$ cat config.mk
export PLATFORM = sky130hd
export DESIGN_NAME = opponent_color_channel_convert
export DESIGN_NICKNAME = d
export VERILOG_FILES = /design/src/occc_pkg.sv /design/src/occc_divider.sv /design/src/opponent_color_channel_convert.sv
export SDC_FILE = /design/constraint.sdc
export NUM_CORES = 2
export LEC_CHECK = 0
export BUFFER_PORTS_ARGS = -buffer_cell sky130_fd_sc_hd__buf_2
export CORE_MARGIN = 2
export CORE_UTILIZATION = 64
export DETAILED_ROUTE_END_ITERATION = 10
export HOLD_SLACK_MARGIN = 0.08
export PLACE_DENSITY = 0.8
export SYNTH_ARGS = -nofsm -noshare
export SYNTH_HDL_FRONTEND = slang
export SYNTH_SLANG_ARGS = --single-unit
$ cat constraint.sdc
create_clock -name i_clk -period 50.2 [get_ports i_clk]
set_clock_uncertainty 0.1 [all_clocks]
set_input_delay 2.51 -clock i_clk [delete_from_list [all_inputs] [get_ports i_clk]]
set_output_delay 2.51 -clock i_clk [all_outputs]
set_load 0.02 [all_outputs]
$ cat src/occc_pkg.sv
// Package for the opponent color channel converter.
// Field widths, divider sizing and the divide-by-three reciprocal.
// No dependencies.
package occc_pkg;

    localparam int CH_W      = 8;
    localparam int SUM_W     = 10;
    localparam int THR_W     = 14;
    localparam int INT_W     = 12;
    localparam int OPP_W     = 14;
    localparam int NUM_W     = 11;
    localparam int MAG_W     = 9;
    localparam int TRIPLE_W  = 11;
    localparam int REM_W     = SUM_W;
    localparam int FRAC_SH   = 4;
    localparam int LOW_SH    = 11;
    localparam int RECIP3_W  = 16;
    localparam int RECIP3_SH = 17;
    localparam int PROD_W    = THR_W + RECIP3_W;
    localparam int NUM_CH    = 4;

    localparam logic [RECIP3_W-1:0] RECIP3 = 16'd43691;

    typedef struct packed {
        logic [REM_W-1:0] rem;
        logic [OPP_W-1:0] low;
        logic [SUM_W-1:0] div;
        logic             zero;
    } t_div_in;

endpackage

$ cat src/occc_divider.sv
// Pipelined restoring divider, one quotient bit per register stage.
// Depends on occc_pkg for widths and the stage input struct.
module occc_divider (
    input  logic                         i_clk,
    input  logic                         i_en,
    input  occc_pkg::t_div_in            i_div_in,
    output logic [occc_pkg::OPP_W-1:0]   o_quot
);
    import occc_pkg::*;

    localparam int STAGES = OPP_W;

    t_div_in          r_st [STAGES-1];
    logic [OPP_W-1:0] r_q  [STAGES];
    logic             r_zero_out;

    for (genvar k = 0; k < STAGES; k++) begin : g_stage
        t_div_in          w_src;
        logic [OPP_W-1:0] w_q_src;
        logic [REM_W:0]   w_cat;
        logic [REM_W+1:0] w_diff;
        logic             w_bit;
        logic [REM_W-1:0] w_rem;

        if (k == 0) begin : g_first
            assign w_src   = i_div_in;
            assign w_q_src = '0;
        end else begin : g_next
            assign w_src   = r_st[k-1];
            assign w_q_src = r_q[k-1];
        end

        assign w_cat  = {w_src.rem, w_src.low[OPP_W-1]};
        assign w_diff = {1'b0, w_cat} - {2'b00, w_src.div};
        assign w_bit  = !w_diff[REM_W+1];
        assign w_rem  = w_bit ? w_diff[REM_W-1:0] : w_cat[REM_W-1:0];

        always_ff @(posedge i_clk) begin
            if (i_en) begin
                r_q[k] <= {w_q_src[OPP_W-2:0], w_bit};
            end
        end

        if (k < STAGES - 1) begin : g_carry
            always_ff @(posedge i_clk) begin
                if (i_en) begin
                    r_st[k] <= '{rem:  w_rem,
                                 low:  {w_src.low[OPP_W-2:0], 1'b0},
                                 div:  w_src.div,
                                 zero: w_src.zero};
                end
            end
        end else begin : g_last
            always_ff @(posedge i_clk) begin
                if (i_en) begin
                    r_zero_out <= w_src.zero;
                end
            end
        end
    end

    assign o_quot = r_zero_out ? '0 : r_q[STAGES-1];

endmodule

$ cat src/opponent_color_channel_convert.sv
// Opponent color channel converter: intensity plus R, G, B, Y opponent channels.
// Depends on occc_pkg and occc_divider.
// Throughput one item per cycle while no result waits on the output; items pass stage A, stage B, then the dividers.
// The four quotients come from 14-stage divider pipelines, one quotient bit per stage.
// Stalls hold the whole pipeline while a result waits on the output.
// Reset (synchronous, active low) clears valid bits and the threshold to zero.
module opponent_color_channel_convert (
    input  logic                        i_clk,
    input  logic                        i_rst_n,
    input  logic                        i_cfg_valid,
    output logic                        o_cfg_ready,
    input  logic [occc_pkg::THR_W-1:0]  i_cfg_data,
    input  logic                        i_in_valid,
    output logic                        o_in_ready,
    input  logic [occc_pkg::CH_W-1:0]   i_red_in,
    input  logic [occc_pkg::CH_W-1:0]   i_green_in,
    input  logic [occc_pkg::CH_W-1:0]   i_blue_in,
    output logic                        o_out_valid,
    input  logic                        i_out_ready,
    output logic [occc_pkg::INT_W-1:0]  o_intensity_out,
    output logic [occc_pkg::OPP_W-1:0]  o_red_opp,
    output logic [occc_pkg::OPP_W-1:0]  o_green_opp,
    output logic [occc_pkg::OPP_W-1:0]  o_blue_opp,
    output logic [occc_pkg::OPP_W-1:0]  o_yellow_opp
);
    import occc_pkg::*;

    localparam int DIV_STAGES = OPP_W;
    localparam int DEPTH      = 2 + DIV_STAGES;
    localparam int CH_RED     = 0;
    localparam int CH_GREEN   = 1;
    localparam int CH_BLUE    = 2;
    localparam int CH_YELLOW  = 3;

    logic                         w_en;
    logic [DEPTH-1:0]             r_vld;
    logic [THR_W-1:0]             r_thr;

    logic [CH_W-1:0]              w_min;
    logic [SUM_W-1:0]             w_sum;
    logic [NUM_CH-1:0][NUM_W-1:0] w_num;

    logic [SUM_W-1:0]             r_a_sum;
    logic [NUM_CH-1:0][NUM_W-1:0] r_a_num;

    logic [THR_W-1:0]             w_sum16;
    logic                         w_lit;
    logic [PROD_W-1:0]            w_prod;
    t_div_in [NUM_CH-1:0]         w_div_in;

    logic [INT_W-1:0]             r_b_int;
    t_div_in [NUM_CH-1:0]         r_b_div;
    logic [INT_W-1:0]             r_int_line [DIV_STAGES];
    logic [NUM_CH-1:0][OPP_W-1:0] w_quot;

    assign w_en        = !r_vld[DEPTH-1] || i_out_ready;
    assign o_in_ready  = w_en;
    assign o_cfg_ready = 1'b1;

    always_ff @(posedge i_clk) begin
        if (!i_rst_n) begin
            r_thr <= '0;
        end else if (i_cfg_valid) begin
            r_thr <= i_cfg_data;
        end
    end

    always_ff @(posedge i_clk) begin
        if (!i_rst_n) begin
            r_vld <= '0;
        end else if (w_en) begin
            r_vld <= {r_vld[DEPTH-2:0], i_in_valid};
        end
    end

    // stage A: channel sum and opponent numerators
    always_comb begin
        w_min = (i_red_in < i_green_in) ? i_red_in : i_green_in;
        w_sum = {2'b00, i_red_in} + {2'b00, i_green_in} + {2'b00, i_blue_in};
        w_num[CH_RED]    = {2'b00, i_red_in, 1'b0} - {3'b000, i_green_in}
                           - {3'b000, i_blue_in};
        w_num[CH_GREEN]  = {2'b00, i_green_in, 1'b0} - {3'b000, i_red_in}
                           - {3'b000, i_blue_in};
        w_num[CH_BLUE]   = {2'b00, i_blue_in, 1'b0} - {3'b000, i_red_in}
                           - {3'b000, i_green_in};
        w_num[CH_YELLOW] = {2'b00, w_min, 1'b0} - {2'b00, i_blue_in, 1'b0};
    end

    always_ff @(posedge i_clk) begin
        if (w_en) begin
            r_a_sum <= w_sum;
            r_a_num <= w_num;
        end
    end

    // stage B: threshold test, intensity, divider operands
    always_comb begin
        w_sum16 = {r_a_sum, {FRAC_SH{1'b0}}};
        w_lit   = w_sum16 > r_thr;
        w_prod  = PROD_W'(w_sum16) * PROD_W'(RECIP3);
        for (int c = 0; c < NUM_CH; c++) begin
            logic [TRIPLE_W-1:0] v_triple;
            v_triple = {1'b0, r_a_num[c][MAG_W-1:0], 1'b0}
                       + TRIPLE_W'(r_a_num[c][MAG_W-1:0]);
            w_div_in[c].rem  = REM_W'(v_triple[TRIPLE_W-1:OPP_W-LOW_SH]);
            w_div_in[c].low  = {v_triple[OPP_W-LOW_SH-1:0], {LOW_SH{1'b0}}};
            w_div_in[c].div  = r_a_sum;
            w_div_in[c].zero = !w_lit || r_a_num[c][NUM_W-1] || (r_a_num[c] == '0);
        end
    end

    always_ff @(posedge i_clk) begin
        if (w_en) begin
            r_b_int <= w_prod[RECIP3_SH +: INT_W];
            r_b_div <= w_div_in;
        end
    end

    always_ff @(posedge i_clk) begin
        if (w_en) begin
            r_int_line[0] <= r_b_int;
            for (int k = 1; k < DIV_STAGES; k++) begin
                r_int_line[k] <= r_int_line[k-1];
            end
        end
    end

    for (genvar c = 0; c < NUM_CH; c++) begin : g_div
        occc_divider u_div (
            .i_clk    (i_clk),
            .i_en     (w_en),
            .i_div_in (r_b_div[c]),
            .o_quot   (w_quot[c])
        );
    end

    assign o_out_valid     = r_vld[DEPTH-1];
    assign o_intensity_out = r_int_line[DIV_STAGES-1];
    assign o_red_opp       = w_quot[CH_RED];
    assign o_green_opp     = w_quot[CH_GREEN];
    assign o_blue_opp      = w_quot[CH_BLUE];
    assign o_yellow_opp    = w_quot[CH_YELLOW];

endmodule

==> results.py <==
metrics = {
    "critical_path": {
        "critPathKind": "primary input to flop",
        "reg2regPathDepth": 17,
        "critical_path.max_fanout": 86,
        "rr_endpoint": "r_b_int[11]",
        "startpoint": "i_out_ready",
        "r2r_slack_ns": 44.97,
        "crit_required_ns": 50.51,
        "endpoint_kind": "flop",
        "critPathLaunchType": "primary input",
        "worstPathArrival_ns": 6.34,
        "timing.rr.start": "r_a_sum[6]",
    },
    "clock_tree": {
        "htree_levels": 4,
        "hold_buffers": 0,
        "clk_path_buf_depth": 3,
        "insertion_delay_ns": 0.80,
        "cts_setup_buffers": 0,
        "clkTransAtPathRegs_ns": 0.06,
        "clockRootBuffer": "clkbuf_16",
        "cts_made_buffers": 147,
        "cts_tree": "built",
        "cts_resized": 0,
        "cts_sinks": 1455,
    },
    "yosys": {
        "synth_edf_count": 1425,
        "synth_compound_area_share_pct": 9.17,
        "syn_inst": 5866,
        "ys_ff_latch": 1455,
        "yosysSeqAreaShare_pct": 56.2,
        "syn_area_um2": 77200,
        "synth_top_area_share_pct": 55.4,
        "ys_types": 70,
        "synth_mux_area_share_pct": 5.20,
        "synthXorXnorAreaFrac_pct": 4.38,
        "ys_dominant_reg_cell": "edfxtp_1",
        "ys.warnings.count": 0,
        "avgSynthCellArea_um2": 13.2,
        "synth-simple-area-share_pct": 8.74,
        "synth_top_family_by_area": "adder cells",
        "async_flop_share_pct": 0,
        "synthTopCellsByArea": "edfxtp_1 (55%), ha_1 (11%), mux2_2 (3.8%)",
        "synth-adder-area-share_pct": 14.1,
        "synth_top_area_cell": "edfxtp_1",
        "synth_nets": 6718,
    },
    "timing": {
        "fmax_ghz": 0.166,
        "setup_viol": 0,
        "holdWs_ns": 0.306,
        "hold_violations": 0,
        "tns_ns": 0,
        "relSlewSlack_pct": 16.1,
        "rsz0062_at_grt": "no",
        "tightestPinTransition_ns": 1.26,
        "period_share_pct": 12.0,
        "slew_violations": 0,
        "period_minus_slack_ns": 6.03,
    },
    "placement": {
        "placed_area_um2": 79600,
        "dpl.hpwl_um": 117000,
        "portBuffers": 112,
        "place_congestion": 0.933,
    },
    "layout": {
        "area_delta_synth_final_pct": 9.58,
        "nets": 6947,
        "num_antenna_cells": 0,
        "final_common_cell": "edfxtp_1",
        "drive_above_1_share_pct": 12.5,
        "final_cell_mix": "edfxtp_1 (1,425), ha_1 (706), nor2_1 (486)",
        "fin_area_um2": 84600,
    },
    "floorplanning": {
        "rows": 127,
        "die_y_um": 351,
        "dieArea_um2": 123000,
        "io_pins": 114,
        "start_util_pct": 64.5,
        "fp.dieW_um": 351,
        "core_area_um2": 120000,
    },
    "grt": {
        "use_met1_pct": 30.5,
        "grt_pass1_wl_um": 249000,
        "grt_use_met3_pct": 3.83,
        "met2_usage_pct": 47.0,
        "grt_max_degree": 208,
        "grt_overflow_total": 0,
        "grt.busiest_layer": "met2",
        "grt.total_usage_pct": 26.2,
        "antenna_found_initial": 2,
        "grt_pass1_vias": 46819,
    },
    "hold_path": {
        "hp-class": "flop to flop",
        "min_to": "g_div[2].u_div.r_st[0][204]",
        "min_path_cells": 0,
        "hold_start": "g_div[2].u_div.r_st[0][170]",
    },
    "route": {
        "drc": 0,
        "vias": 46379,
        "ant_nets": 0,
        "drtPass1Iterations": 6,
        "wire_per_inst_um": 20.4,
        "drt-initial-drc-count": 3525,
        "vias_per_cell": 5.93,
        "wirelength_um": 159000,
    },
    "status": {
        "status": "completed",
    },
    "job": {
        "cap_violations": 0,
    },
}
## synthesized netlist by cell type (146+ instances only)
master,n
nor2_1,486
mux2_2,264
nor3_1,173
ha_1,706
o21ai_0,331
edfxtp_1,1425
a21oi_1,213
nand2_1,152
xor2_1,146
inv_1,363
xnor2_1,240
nor2b_1,281
## sequential cells by signal, indices dropped and copies added, names as in the netlist
name / flops
g_div.u_div.r_st: 712
r_a_sum: 10
g_div.u_div.r_zero_out: 4
r_b_int: 12
r_vld: 16
r_a_num: 42
r_b_div: 57
r_int_line: 168
g_div.u_div.r_q: 420
r_thr: 14
## worst max-delay path by stage
stage          cells past startpoint                           to  slack [ns]
2_1_floorplan                      4                   o_in_ready        6.14
3_3_place_gp                       8  g_div[0].u_div.r_st[0][164]       43.48
3_5_place_dp                       8  g_div[0].u_div.r_st[0][164]       43.38
4_1_cts                            5                   o_in_ready       44.20
5_1_grt                            8  g_div[3].u_div.r_st[0][163]       43.93
6_report                           8  g_div[0].u_div.r_st[0][161]       44.17
## area by class of cell
type,instances,area (µm²)
Clock buffer,172,3820
Clock inverter,96,1180
Fill cell,8032,35200
Inverter,363,1370
Multi-Input combinational cell,3997,32100
Sequential cell,1455,43400
Tap cell,1612,2020
Timing Repair Buffer,131,741
## metrics by stage
step                worst slack (ns)  std cells  utilization (%)
global placement               43.48       7558             66.5
global route                   43.93       7826             70.6
CTS                            44.20       7826             70.6
floorplan                       6.14       5866                -
finish                         44.17       7826             70.6
detailed placement             43.38       7558             66.5
## critical path, cell delays in order
cell and delay (ns):
buf_2 0.07, nor2b_1 0.03, buf_4 0.20, inv_8 0.24, buf_4 0.51, buf_4 0.72, buf_4 0.93, buf_4 0.88
## cells by family (layout without fill, tap and decap cells)
kind of cell | count (synthesis) | in the layout
flops | 1455 | 1455
buf+inv | 414 | 762
xor+xnor | 386 | 386
compound gates | 1075 | 1075
mux | 357 | 357
simple gates | 1369 | 1369
fa+ha+maj | 809 | 809
other cells | 1 | 1
## per-layer routing
layer	part of all wire [%]	wire [µm]
met5	0	0
met1	39	61900
met2	52	82700
met4	5.1	8190
met3	4.2	6680
Power is left out: the tool's default activity adds up to more than one toggle a clock period on the data nets, which glitch-free logic cannot reach.
